## config.mk

```make
export PLATFORM = sky130hd
export DESIGN_NAME = lsp_ctrl
export DESIGN_NICKNAME = d
export VERILOG_FILES = /design/src/design/lsp_pkg.sv /design/src/design/lsp_ctrl.sv
export SDC_FILE = /design/constraint.sdc
export NUM_CORES = 1
export LEC_CHECK = 0
export BUFFER_PORTS_ARGS = -buffer_cell sky130_fd_sc_hd__buf_2
export CORE_MARGIN = 2
export CORE_UTILIZATION = 40
export CTS_CLUSTER_DIAMETER = 80
export DETAILED_ROUTE_END_ITERATION = 12
export SYNTH_ARGS = -nofsm -noshare
export SYNTH_HDL_FRONTEND = slang
export SYNTH_SLANG_ARGS = --single-unit
```

## constraint.sdc

```tcl
create_clock -name clk -period 11.4 [get_ports clk]
set_input_delay 0.57 -clock clk [delete_from_list [all_inputs] [get_ports clk]]
set_output_delay 0.57 -clock clk [all_outputs]
set_load 0.02 [all_outputs]
```

## src/design/lsp_pkg.sv

```systemverilog
// shared types, codes and defaults of the looping sample player
// no dependencies
package lsp_pkg;

	localparam int CHANNELS_DEF  = 2;
	localparam int FRAMES_DEF    = 65536;
	localparam int FRAC_BITS_DEF = 16;

	localparam int PHASE_INT_BITS = 17;
	localparam int SAMPLE_W       = 16;
	localparam int CFG_W          = 17;
	localparam logic [16:0] LOOP_END_RESET = 17'd65536;

	localparam logic [1:0] FUNC_PLAY   = 2'd0;
	localparam logic [1:0] FUNC_LOAD   = 2'd1;
	localparam logic [1:0] FUNC_SETPOS = 2'd2;

	localparam logic CFG_LOOP_START = 1'b0;
	localparam logic CFG_LOOP_END   = 1'b1;

	typedef struct packed {
		logic [1:0]         func;
		logic [23:0]        rate;
		logic [1:0]         loop_flags;
		logic               load_channel;
		logic [15:0]        load_index;
		logic signed [15:0] load_value;
		logic [31:0]        position;
	} in_item_t;

	typedef struct packed {
		logic               channel;
		logic signed [15:0] sample_out;
		logic               last;
	} out_item_t;

	typedef struct packed {
		logic valid;
		logic channel;
		logic last;
		logic zero;
	} rd_info_t;

endpackage

```

## src/design/lsp_ctrl.sv

```systemverilog
// item intake, loop registers, phase accumulator and per-channel read sequencer
// depends on lsp_pkg
module lsp_ctrl #(
	parameter int CHANNELS  = lsp_pkg::CHANNELS_DEF,
	parameter int FRAMES    = lsp_pkg::FRAMES_DEF,
	parameter int FRAC_BITS = lsp_pkg::FRAC_BITS_DEF,
	localparam int IDXW = $clog2(FRAMES),
	localparam int CHW  = (CHANNELS > 1) ? $clog2(CHANNELS) : 1,
	localparam int AW   = $clog2(CHANNELS << IDXW)
) (
	input  logic                  clk,
	input  logic                  arst_n,
	input  logic                  in_valid,
	output logic                  in_ready,
	input  lsp_pkg::in_item_t     in_item,
	input  logic                  cfg_we,
	input  logic                  cfg_idx,
	input  logic [lsp_pkg::CFG_W-1:0] cfg_data,
	input  logic                  out_ready,
	output lsp_pkg::rd_info_t     rd_info,
	output logic                  wr_en,
	output logic [AW-1:0]         wr_addr,
	output logic [lsp_pkg::SAMPLE_W-1:0] wr_data,
	output logic                  rd_en,
	output logic [AW-1:0]         rd_addr
);
	import lsp_pkg::*;

	localparam int PB = PHASE_INT_BITS + FRAC_BITS;
	localparam logic [CHW-1:0] LAST_CH = CHW'(CHANNELS - 1);

	logic [PB-1:0] phase_q;
	logic [PB-1:0] phase_j;
	logic [PB-1:0] phase_sat;
	logic [PB-1:0] rate_ph;
	logic [PB-1:0] pos_ph;
	logic [PB:0]   sum;
	logic [16:0]   ip;
	logic [16:0]   rd_idx;
	logic [15:0]   loop_start_q;
	logic [16:0]   loop_end_q;
	logic          busy_q;
	logic [CHW-1:0] cnt_q;
	logic [1:0]    flags_q;
	logic [23:0]   rate_q;
	logic          valid_s1;
	logic          channel_s1;
	logic          last_s1;
	logic          zero_s1;
	logic          adv;
	logic          issue;
	logic          last_ch;
	logic          accept;
	logic          loops;
	logic          hit;
	logic          jump;
	logic          rd_zero;

	assign adv      = !valid_s1 || out_ready;
	assign issue    = busy_q && adv;
	assign last_ch  = (cnt_q == LAST_CH);
	assign in_ready = !busy_q || (adv && last_ch);
	assign accept   = in_valid && in_ready;

	if (FRAC_BITS >= 16) begin : g_up
		assign rate_ph = PB'(rate_q) << (FRAC_BITS - 16);
		assign pos_ph  = PB'(in_item.position) << (FRAC_BITS - 16);
	end else begin : g_dn
		assign rate_ph = PB'(rate_q >> (16 - FRAC_BITS));
		assign pos_ph  = PB'(in_item.position >> (16 - FRAC_BITS));
	end

	always_comb begin
		ip        = phase_q[PB-1:FRAC_BITS];
		loops     = (32'(cnt_q) < 2) && flags_q[cnt_q[0]];
		hit       = (ip < loop_end_q);
		jump      = !hit && loops;
		phase_j   = jump ? (PB'(loop_start_q) << FRAC_BITS) : phase_q;
		rd_idx    = hit ? ip : {1'b0, loop_start_q};
		rd_zero   = !(hit || loops) || (rd_idx >= 17'(FRAMES));
		sum       = {1'b0, phase_j} + {1'b0, rate_ph};
		phase_sat = sum[PB] ? '1 : sum[PB-1:0];
	end

	assign rd_en   = issue;
	assign rd_addr = AW'({cnt_q, rd_idx[IDXW-1:0]});

	assign wr_en   = accept && (in_item.func == FUNC_LOAD)
		&& ({1'b0, in_item.load_index} < 17'(FRAMES))
		&& (32'(in_item.load_channel) < CHANNELS);
	assign wr_addr = AW'({CHW'(in_item.load_channel), in_item.load_index[IDXW-1:0]});
	assign wr_data = in_item.load_value;

	assign rd_info = '{valid: valid_s1, channel: channel_s1, last: last_s1, zero: zero_s1};

	always_ff @(posedge clk or negedge arst_n) begin
		if (!arst_n) begin
			loop_start_q <= '0;
			loop_end_q   <= LOOP_END_RESET;
		end else if (cfg_we) begin
			unique case (cfg_idx)
				CFG_LOOP_START: loop_start_q <= cfg_data[15:0];
				CFG_LOOP_END:   loop_end_q   <= cfg_data;
			endcase
		end
	end

	always_ff @(posedge clk or negedge arst_n) begin
		if (!arst_n) begin
			phase_q <= '0;
		end else if (accept && (in_item.func == FUNC_SETPOS)) begin
			phase_q <= pos_ph;
		end else if (issue) begin
			phase_q <= last_ch ? phase_sat : phase_j;
		end
	end

	always_ff @(posedge clk or negedge arst_n) begin
		if (!arst_n) begin
			busy_q <= 1'b0;
			cnt_q  <= '0;
		end else if (accept && (in_item.func == FUNC_PLAY)) begin
			busy_q <= 1'b1;
			cnt_q  <= '0;
		end else if (issue) begin
			if (last_ch) begin
				busy_q <= 1'b0;
			end else begin
				cnt_q <= cnt_q + 1'b1;
			end
		end
	end

	always_ff @(posedge clk) begin
		if (accept && (in_item.func == FUNC_PLAY)) begin
			flags_q <= in_item.loop_flags;
			rate_q  <= in_item.rate;
		end
	end

	always_ff @(posedge clk or negedge arst_n) begin
		if (!arst_n) begin
			valid_s1 <= 1'b0;
		end else if (adv) begin
			valid_s1 <= issue;
		end
	end

	always_ff @(posedge clk) begin
		if (adv) begin
			channel_s1 <= cnt_q[0];
			last_s1    <= last_ch;
			zero_s1    <= rd_zero;
		end
	end
endmodule

```

# ---- Word level (Yosys, flattened, before mapping)
# Index checks and enable logic that the tools add are counted.
dict set report word_totals {
  regBits 97
  in_bits 116
}
dict set report classes {
  n_reduce_logical 22
  order_cmp 3
  n_eq_ne 2
  n_bitwise 1
  addsub 2
  muxes 14
}
# op n
set ops {}
lappend ops {{33-bit 2-to-1 mux} 5}
lappend ops {{33-bit by 24-bit adder with 34-bit output} 1}
lappend ops {{17-bit >= comparator (second input constant)} 1}
lappend ops {{17-bit < comparator} 1}
lappend ops {{17-bit 2-to-1 mux} 1}
lappend ops {{1-bit 2-to-1 mux} 8}
lappend ops {{1-bit logical AND} 7}
lappend ops {{2-bit AND reduction} 3}
lappend ops {{2-bit nonzero test} 3}
lappend ops {{1-bit logical NOT} 4}
lappend ops {{1-bit logical OR} 4}
lappend ops {{2-bit by 1-bit == test with 1-bit output (second input constant)} 1}
lappend ops {{2-bit == test (second input constant)} 1}
lappend ops {{2-bit logical NOT} 1}
lappend ops {{1-bit by 2-bit < comparator with 1-bit output (second input constant)} 1}
lappend ops {{1-bit adder (second input constant)} 1}
lappend ops {{1-bit inverter} 1}

# ---- Depth between registers and ports, before layout
# Gate-level depths: netlist (run 1).
dict set report logic_depth {
  depth_word 9
  depth_mapped 24
  mapped_depth_nobuf 20
}

# ---- Worst setup path before layout (run 1)
# No wires, ideal clock.
dict set report synth_path {
  path_kind {reg2reg}
  start {reg phase_q[28]}
  end {reg phase_q[28]}
  setup_slack_ps 6750
  stages_incl_launch_ff 21
  required_ps 11327
  arrival_time_ps 4577
  setup_ps 73
  cell_sequence {dfrtp_1 ha_1 a21oi_1 o21ai_0 a2111oi_0 o21ai_2 nand2_1 buf_2 clkbuf_1 and2_1 ha_1 a21oi_2 o21ai_1 a31oi_2 a21boi_2 a221o_2 a41o_1 a21o_1 and3_4 mux2_4 a21oi_2}
}
dict set report synth_between {
  elab_chain_len 9
}
# element line
set synth_rtl {}
lappend synth_rtl {{start, declared} lsp_ctrl.sv:32} ;# logic [PB-1:0] phase_q;
lappend synth_rtl {{start signal, assigned} lsp_ctrl.sv:112} ;# phase_q <= pos_ph;
lappend synth_rtl {{start signal, assigned} lsp_ctrl.sv:114} ;# phase_q <= last_ch ? phase_sat : phase_j;
lappend synth_rtl {{17-bit < comparator} lsp_ctrl.sv:76} ;# hit = (ip < loop_end_q);
lappend synth_rtl {{1-bit logical NOT} lsp_ctrl.sv:77} ;# jump = !hit && loops;
lappend synth_rtl {{1-bit logical AND} lsp_ctrl.sv:77}
lappend synth_rtl {{33-bit 2-to-1 mux *} lsp_ctrl.sv:78} ;# phase_j = jump ? (PB'(loop_start_q) << FRAC_BITS) : phase_q;
lappend synth_rtl {{33-bit by 24-bit adder with 34-bit output} lsp_ctrl.sv:81} ;# sum = {1'b0, phase_j} + {1'b0, rate_ph};
lappend synth_rtl {{33-bit 2-to-1 mux} lsp_ctrl.sv:82} ;# phase_sat = sum[PB] ? '1 : sum[PB-1:0];
lappend synth_rtl {{33-bit 2-to-1 mux *} lsp_ctrl.sv:114}
lappend synth_rtl {{33-bit 2-to-1 mux *} lsp_ctrl.sv:113} ;# end else if (issue) begin
lappend synth_rtl {{33-bit 2-to-1 mux *} lsp_ctrl.sv:111} ;# end else if (accept && (in_item.func == FUNC_SETPOS)) begin
# Every way passes the cells marked *; elsewhere a longest branch is shown, timed or not. The select of a mux whose other input is x is not followed.
# A chain may end at the register's enable or synchronous reset.

# ---- Worst setup path after layout (run 1)
dict set report layout_path {
  start {reg phase_q[26]}
  end {reg phase_q[20]}
}
# Same word-level chain as after synthesis.

==> results.cfg, run 1 <==
[status]
status = complete, no violations

[global_route]
track_usage_pct = 19.52
grt_overflow = 0
antenna_found_initial = 0
grt_pass1_wl_mm = 27.65
grt_pass1_vias = 5409
grt_max_degree = 70

[logic_synthesis]
synth_area_leader_cell = dfrtp_1
ys_seq_area_share_pct = 39.28
async_reset_ff_share_pct = 71.13
synth-main-ff-cell = dfrtp_1
yosysTopAreaCellShare_pct = 26.02
synthDistinctLibCells = 63
syn-num-nets = 845
synth_warnings = 0
synth_area_sq_um = 6539
synth-edff-count = 28
syn_inst = 688
avgSynthCellArea_sq_um = 9.504
ys_ff_latch = 97
synth.area.top_cells = dfrtp_1 26%, edfxtp_1 13%, mux2_2 8.6%, ha_1 7.7%, nand2_1 5.0%

[clock_tree]
clkSinkCount = 97
clockBufferDepth = 2
cts_tree = yes
cts_hold_buffers = 0
insertion_delay_ps = 350
root_buffer = clkbuf_16
htreeDepth = 3
cts_buffers = 9
cts_setup_buffers = 0
clk_pin_slew_ps = 70
cts.repair.resized = 0

[place]
pre_cts_ws_ps = 5265
gp_congestion = 0.8206
place.port_buffers = 106
dp_cells = 949
place_area_sq_um = 7000
place_hpwl_mm = 11.90

[finish]
diodes = 0
design_area_sq_um = 7315
fillers = 1569
drive_gt1_share_pct = 26.57
fin_cells = 965
final_core_util_pct = 45.88
nets = 901
area_growth_pct = 11.86

[timing]
fin_crit_ps = 6211
relSlewSlack_pct = 26.30
timing.fmax_mhz = 161.0
tightest_slew_ps = 1105
fin_crit_sh_pct = 54.48
timing.final.max_slew_violations = 0
finalWorstSetupSlack_ps = 5189
fin_tns_setup_ps = 0
setup_viol = 0
skew_ps = 5.231
hold_ws_ps = 391.0
grt_setup_unrepaired = no
hold_violations = 0

[critical_path]
cp_slowest_stage_delay_ps = 920
r2r-end = phase_q[20]
crit_type = reg -> reg
crit_arrival_ps = 6490
crit_start = phase_q[26]
endpoint = phase_q[20]
r2r_slack_ps = 5190
r2r-start = phase_q[26]
worstSetupEndpointType = register
path_depth = 17
cp_data_required_time_ps = 11680
reg2regPathDepth = 17
worst-path-max-fanout = 24
startpoint_type = register
path_delay_family = compound AO/OA/AOI/OAI gates
crit_chain = ha_1, a21oi_1, o21ai_0, o21ai_0, o21ai_2, and2_1, nand2_1, nand2_1, ha_1, nand4_1, or3_1, o211a_1, o21ai_1, a21oi_1, o31ai_4, o221ai_1, nand3_1
critPathBufInv = 0
crit_slowest_cell = o31ai_4

[worst_hold_path]
hp-class = in -> reg

[route]
antenna_left = 0
totalWireLength_mm = 16.78
drc = 0
routedWlPerCell_um = 17.39
dr.pass1.iters = 4
viasPerCell = 5.491
drt-initial-drc-count = 283
via_count = 5299

[run]
max_cap_viol_count = 0

[floorplanning]
pin_count = 173
die_area_sq_um = 17390
core_area_sq_um = 15940
initial_core_util_pct = 41.01
die_y_um = 131.9
fp-row-count = 46
die-width_um = 131.9

[power_and_ir_drop]
powerDensity_nw_per_um2 = 244.8
p_leak_nw = 3.332
vdd_drop_max_mv = 0.1078
p_total_mw = 1.791
==> how the worst min path moves through the flow <==
stage                           start    endpoint  slack, ps  cells after the start
after floorplan                arst_n      busy_q        270                      0
after global placement         busy_q    valid_s1        470                      1
after detailed placement       busy_q    valid_s1        480                      1
after CTS                 in_item[78]  rate_q[11]        380                      1
after global routing      in_item[87]  rate_q[20]        380                      1
final                     in_item[80]  rate_q[13]        390                      1
==> cell families (layout without fill, tap and decap cells) <==
logic type               Yosys count  after routing  synth area share, %
flip-flops                        97             97                39.28
AO/OA/AOI/OAI                    141            141                14.81
buffers and inverters             92            153                7.635
multiplexers                      56             56                9.606
adder cells (fa/ha/maj)           41             41                7.960
AND/OR/NAND/NOR                  236            236                17.36
XOR/XNOR                          25             25                3.349
==> cell usage after synthesis (3+ instances only) <==
cell,number
nor2_1,30
mux2_2,50
o221ai_1,22
o22ai_1,3
buf_2,9
and2_1,18
edfxtp_1,28
mux2i_1,5
a31oi_1,5
buf_4,38
nand2_1,87
o21ai_0,27
and3_1,8
ha_1,40
xor2_1,8
xnor2_1,17
a41o_1,3
clkbuf_1,21
inv_1,21
nand3_1,58
a21oi_1,42
nor2b_1,3
dfrtp_1,68
a21o_1,10
nand4_1,9
or3_1,9
==> where the power goes <==
group	leakage (nW)	internal [mW]	total (mW)	switching [mW]
Clock	0.151	0.198	0.326	0.128
Combinational	2.09	0.389	0.945	0.556
Sequential	1.09	0.443	0.520	0.0768
==> flip-flops by register name, indices dropped and copies added, names as in the netlist <==
signal,flops
rate_q,24
loop_start_q,16
valid_s1,1
last_s1,1
loop_end_q,17
busy_q,1
phase_q,33
cnt_q,1
zero_s1,1
flags_q,2
==> area by class of cell <==
class	instances	area, sq um	share of cell area, %
inverter	22	82.58	1.129
timing repair buffer	115	598.1	8.177
clock buffer	13	250.2	3.421
sequential	97	2569	35.12
multi-input combinational	499	3481	47.59
tap	216	270.3	3.695
clock inverter	3	63.81	0.8724
==> cells in the final DEF (no fill, tap or decap), types with 5 or more instances in the layout <==
| master | instances |
|---|---|
| nand4_1 | 9 |
| or3_1 | 9 |
| edfxtp_1 | 28 |
| xor2_1 | 8 |
| buf_4 | 9 |
| nor2_1 | 30 |
| and2_1 | 18 |
| nand3_1 | 58 |
| clkbuf_16 | 9 |
| inv_1 | 21 |
| o21ai_0 | 27 |
| a21oi_1 | 42 |
| dfrtp_1 | 68 |
| ha_1 | 40 |
| and3_1 | 8 |
| nand2_1 | 87 |
| buf_2 | 106 |
| a31oi_1 | 5 |
| xnor2_1 | 17 |
| a21o_1 | 10 |
| mux2i_1 | 5 |
| o221ai_1 | 22 |
| mux2_2 | 50 |
==> metal layers <==
| metal | vias to the layer above | routed length, um | track usage, % | part of all wire, % |
|---|---|---|---|---|
| met5 | - | 0 | 0.5556 | 0 |
| met4 | 0 | 182 | 6.220 | 1.1 |
| met3 | 14 | 1130 | 3.806 | 6.7 |
| met2 | 169 | 7754 | 31.44 | 46 |
| met1 | 2551 | 7713 | 26.51 | 46 |
| li1 | 2565 | - | - | - |
No activity file was read; power rests on OpenSTA's default activity.
==> run 2, diff against run 1 <==
- clock period: 11.4 -> 6.4 ns (I/O delays scaled with it)
==> results.cfg, run 2 (synthesis results as in run 1) <==
[status]
status = complete, no violations

[critical_path]
crit_chain = ha_1, nand2_1, o21ai_0, o21ai_0, o21ai_4, nand2_1, buf_4, nand2_1, nand2_1, ha_1, nand4_1, or3_1, o211a_1, o21ai_1, a21oi_1, o31ai_4, buf_4, nor2_1, o31ai_1
crit_type = reg -> reg
r2r-start = phase_q[28]
startpoint_type = register
reg2regPathDepth = 19
cp_slowest_stage_delay_ps = 590
critPathBufInv = 2
path_delay_family = compound AO/OA/AOI/OAI gates
crit_arrival_ps = 6120
r2r-end = phase_q[10]
worstSetupEndpointType = register
r2r_slack_ps = 540
worst-path-max-fanout = 19
cp_data_required_time_ps = 6660
path_common_cell = nand2_1
crit_slowest_cell = nand2_1

[global_route]
grt_pass1_vias = 5472
antenna_found_initial = 0
grt_overflow = 0
grt_pass1_wl_mm = 27.71
track_usage_pct = 19.83
grt_max_degree = 70

[finish]
fillers = 1542
drive_gt1_share_pct = 27.45
mostFrequentLayoutCells = 106 x buf_2, 87 x nand2_1, 68 x dfrtp_1
multi_input_area_sq_um = 3488
final-seq-area_sq_um = 2569
final_common_cell = buf_2
fin_cells = 970
top_regs = phase_q x33, rate_q x24, loop_end_q x17
regMostFlops = phase_q
area_growth_pct = 12.28
diodes = 0
largest_reg_flops = 33
nets = 906

[clock_tree]
cts_hold_buffers = 0
clk_pin_slew_ps = 70
root_buffer = clkbuf_16
htreeDepth = 3
cts_tree = yes
cts_buffers = 9
insertion_delay_ps = 350
clockBufferDepth = 2
clkSinkCount = 97

[route]
totalWireLength_mm = 16.66
dr.pass1.iters = 5
viasPerCell = 5.448
drt-initial-drc-count = 262
antenna_left = 0
drc = 0
routedWlPerCell_um = 17.17
via_count = 5285

[place]
pre_cts_ws_ps = 174.2
place.port_buffers = 106
gp_congestion = 0.8676
dp_cells = 954
place_hpwl_mm = 12.12

[floorplanning]
initial_core_util_pct = 41.01
pin_count = 173
fp-row-count = 46
die-width_um = 131.9
die_area_sq_um = 17390
core_area_sq_um = 15940
die_y_um = 131.9

[worst_hold_path]
min_path_cells = 1
holdPathEnd = rate_q[16]
hp-class = in -> reg
hp-start = in_item[83]

[timing]
timing.fmax_mhz = 170.6
fin_tns_setup_ps = 0
hold_violations = 0
skew_ps = 7.754
finalWorstSetupSlack_ps = 539.1
fin_crit_sh_pct = 91.58
fin_crit_ps = 5861
timing.final.max_slew_violations = 0
relSlewSlack_pct = 38.66
hold_ws_ps = 143.8
grt_setup_unrepaired = no
setup_viol = 0
tightest_slew_ps = 920.1

[power_and_ir_drop]
vdd_drop_max_mv = 0.1669
powerDensity_nw_per_um2 = 430.9
p_total_mw = 3.164
p_leak_nw = 3.353

[run]
max_cap_viol_count = 0
[run 2: cell types whose count changed in the layout (fill, tap and decap cells not counted), sizes merged]
| cell | delta |
|---|---|
| clkinv | +1 |
| buf | +5 |
| bufinv | -1 |
| inv | +1 |
| clkbuf | -2 |
| clkinvlp | +1 |
[run 2: worst max-delay path by stage]
stage,start,end,slack [ps],cells after the start
2_1_floorplan,phase_q[28],phase_q[28],1750,20
3_3_place_gp,phase_q[28],phase_q[10],360,19
3_5_place_dp,phase_q[28],phase_q[10],170,20
4_1_cts,phase_q[28],phase_q[10],140,19
5_1_grt,phase_q[28],phase_q[10],50,19
6_report,phase_q[28],phase_q[10],540,19
[run 2: where the power goes]
group	switching [mW]	leakage [nW]	internal [mW]	total [mW]
logic	0.990	2.12	0.709	1.70
clock network	0.236	0.146	0.313	0.549
registers	0.127	1.09	0.789	0.916
total	1.35	3.35	1.81	3.16
[run 2: metal layers]
metal	global-route usage, %	part of all wire (%)	vias up
met3	4.806	6.4	29
met1	26.36	47	2490
met2	31.65	45	189
met5	0.5556	0	-
met4	6.884	1.6	0
li1	-	-	2577
[run 2: metrics by stage]
step                instance area (sq um)  utilization (%)
floorplan                            6539                -
CTS                                  7335            46.01
global placement                     7038            44.15
detailed placement                   7038            44.15
finish                               7342            46.05
global route                         7342            46.05
[run 2: layout make-up]
class,count,share of cell area [%]
Multi-Input combinational cell,499,47.51
Sequential cell,97,34.99
Timing Repair Buffer,120,8.657
Tap cell,216,3.681
Clock buffer,11,3.306
Inverter,22,1.125
Clock inverter,5,0.7328
[run 2: repair_timing]
item / CTS / global route
resized for setup: 0 / 1
buffers inserted: 0 / 0
endpoints found under the hold margin: 0 / 0
setup endpoints to repair: 0 / 27
[run 2: worst reg2reg max path: stages (launching register included)]
cell	delay (ps)
dfrtp_1	490
ha_1	350
nand2_1	70
o21ai_0	280
o21ai_0	250
o21ai_4	540
nand2_1	590
buf_4	360
nand2_1	70
nand2_1	80
ha_1	450
nand4_1	160
or3_1	380
o211a_1	260
o21ai_1	210
a21oi_1	140
o31ai_4	520
buf_4	310
nor2_1	70
o31ai_1	210
==> run 3, diff against run 2 <==
- ABC_AREA: not set -> 1
==> results.cfg, run 3 <==
[status]
status = complete, no violations

[finish]
final_core_util_pct = 45.37
area_growth_pct = 11.08
diodes = 0
nets = 1134
regMostFlops = phase_q
final_common_cell = nand2_1
design_area_sq_um = 7523
largest_reg_flops = 33
top_regs = phase_q x33, rate_q x24, loop_end_q x17
final-seq-area_sq_um = 2569
multi_input_area_sq_um = 3379
drive_gt1_share_pct = 16.19
fillers = 1763
mostFrequentLayoutCells = 247 x nand2_1, 109 x inv_1, 106 x buf_2

[power_and_ir_drop]
p_leak_nw = 3.883
vdd_drop_max_mv = 0.1748
powerDensity_nw_per_um2 = 436.5
p_total_mw = 3.284

[logic_synthesis]
synth_top_cells_by_count = 247 x nand2_1, 109 x inv_1, 104 x o21ai_0
syn_inst = 920
synth_area_leader_cell = dfrtp_1
synth-main-ff-cell = dfrtp_1
synth-edff-count = 28
synth_most_common_cell = nand2_1
synthDistinctLibCells = 38
synth_area_sq_um = 6773
avgSynthCellArea_sq_um = 7.362
yosysTopAreaCellShare_pct = 25.12
ys_ff_latch = 97
syn-num-nets = 1077
async_reset_ff_share_pct = 71.13
ys_seq_area_share_pct = 37.93
synth.area.top_cells = dfrtp_1 25%, nand2_1 14%, edfxtp_1 12%, o21ai_0 7.7%, ha_1 7.4%
synth_warnings = 0

[timing]
skew_ps = 8.975
grt_setup_unrepaired = no
hold_violations = 0
hold_ws_ps = 128.9
timing.final.max_slew_violations = 0
fin_crit_sh_pct = 73.97
fin_tns_setup_ps = 0
fin_crit_ps = 4734
tightest_slew_ps = 966.1
setup_viol = 0
relSlewSlack_pct = 35.44
timing.fmax_mhz = 211.2

[route]
via_count = 5825
routedWlPerCell_um = 14.23
antenna_left = 0
viasPerCell = 4.846
drc = 0
totalWireLength_mm = 17.10
drt-initial-drc-count = 380
dr.pass1.iters = 5

[critical_path]
worstSetupEndpointType = register
startpoint_type = register
path_common_cell = o21ai_0
path_delay_family = simple AND/OR/NAND/NOR gates
crit_type = reg -> reg
worst-path-max-fanout = 38
r2r-start = loop_end_q[16]
cp_slowest_stage_delay_ps = 550
cp_data_required_time_ps = 6630
r2r_slack_ps = 1670
crit_arrival_ps = 4970
critPathBufInv = 2
crit_chain = inv_1, ha_1, nand2_1, nor2_2, nand2_1, nor2_1, nor2_2, nand2_4, nand2_4, inv_2, o21ai_0, ha_1, a21oi_1, o21ai_0, a21oi_1, nand3_1, nand3_2, nand2_2, nand3_2, nand2_2, o21ai_0, nand3_1
reg2regPathDepth = 22
crit_slowest_cell = inv_2
r2r-end = phase_q[13]

[floorplanning]
initial_core_util_pct = 40.84
die_y_um = 134.1
fp-row-count = 47
pin_count = 173
die_area_sq_um = 17990
core_area_sq_um = 16580
die-width_um = 134.1

[global_route]
grt_pass1_vias = 5668
grt_overflow = 0
grt_pass1_wl_mm = 28.22
antenna_found_initial = 0
track_usage_pct = 19.96
grt_max_degree = 70

[clock_tree]
clkSinkCount = 97
insertion_delay_ps = 360
cts_setup_buffers = 0
clk_pin_slew_ps = 70
htreeDepth = 3
cts_buffers = 9
cts_tree = yes
cts.repair.resized = 0
clockBufferDepth = 2
root_buffer = clkbuf_16
cts_hold_buffers = 0

[place]
place.port_buffers = 106
place_area_sq_um = 7204
place_hpwl_mm = 12.72
gp_congestion = 0.8593

[run]
max_cap_viol_count = 0

[worst_hold_path]
hp-class = in -> reg
min_path_cells = 1
holdPathEnd = rate_q[19]
hp-start = in_item[86]
[run 3: cell types whose count changed after synthesis, moves of 8 or more]
| cell | before | now |
|---|---|---|
| nand2_1 | 87 | 247 |
| xnor2_1 | 17 | 4 |
| o221ai_1 | 22 | 0 |
| nand3_1 | 58 | 47 |
| nor2_1 | 30 | 80 |
| o21ai_0 | 27 | 104 |
| nand2_2 | 0 | 11 |
| mux2_2 | 50 | 0 |
| inv_1 | 21 | 109 |
| xor2_1 | 8 | 21 |
| or3_1 | 9 | 0 |
| and3_1 | 8 | 0 |
| and2_1 | 18 | 0 |
[run 3: cell families after synthesis]
| group | count (synthesis) | synth area share, % |
|---|---|---|
| simple gates | 411 | 25.42 |
| buf+inv | 177 | 12.25 |
| compound gates | 169 | 13.49 |
| flops | 97 | 37.93 |
| fa+ha+maj | 41 | 7.685 |
| xor+xnor | 25 | 3.233 |
[run 3: report_power, final]
group          internal, mW  leakage, nW  switching, mW  total [mW]
clock network         0.331        0.162          0.245       0.576
logic                 0.624         2.61           1.18        1.81
registers             0.785         1.11          0.115       0.900
[run 3: layout make-up]
cell class,count,share of cell area (%)
clock buffers,13,4.025
multi-input cells,646,44.92
inverters,114,5.688
well taps,220,3.659
clock inverters,3,0.2162
flip-flops and latches,97,34.14
repair buffers,109,7.351
[run 3: metrics by stage]
step / worst slack [ps] / cells
after CTS: 1649 / 1202
after floorplan: 2703 / 920
after global placement: 1768 / 1186
final: 1666 / 1202
after global routing: 1114 / 1202
after detailed placement: 1676 / 1186
[run 3: layer usage]
layer	vias to the layer above	GRT usage [%]	routed length [um]
li1	3045	-	-
met1	2643	26.71	8150
met2	118	32.96	7898
met3	19	2.721	717
met4	0	7.661	331
met5	-	0	0
[run 3: worst reg2reg max path, delay by kind of cell (launching register included)]
kind                     cells  cell delay [ps]
flip-flops                   1              520
adder cells (fa/ha/maj)      2              680
buffers and inverters        2              600
AND/OR/NAND/NOR             13             1660
AO/OA/AOI/OAI                5             1110
[run 3: worst max path at each step]
| stage | startpoint | endpoint | slack [ps] | cells after the start |
|---|---|---|---|---|
| 2_1_floorplan | loop_end_q[16] | phase_q[18] | 2700 | 26 |
| 3_3_place_gp | loop_end_q[16] | phase_q[13] | 1770 | 22 |
| 3_5_place_dp | loop_end_q[16] | phase_q[13] | 1680 | 22 |
| 4_1_cts | loop_end_q[16] | phase_q[13] | 1650 | 22 |
| 5_1_grt | loop_end_q[16] | phase_q[10] | 1110 | 22 |
| 6_report | loop_end_q[16] | phase_q[13] | 1670 | 22 |
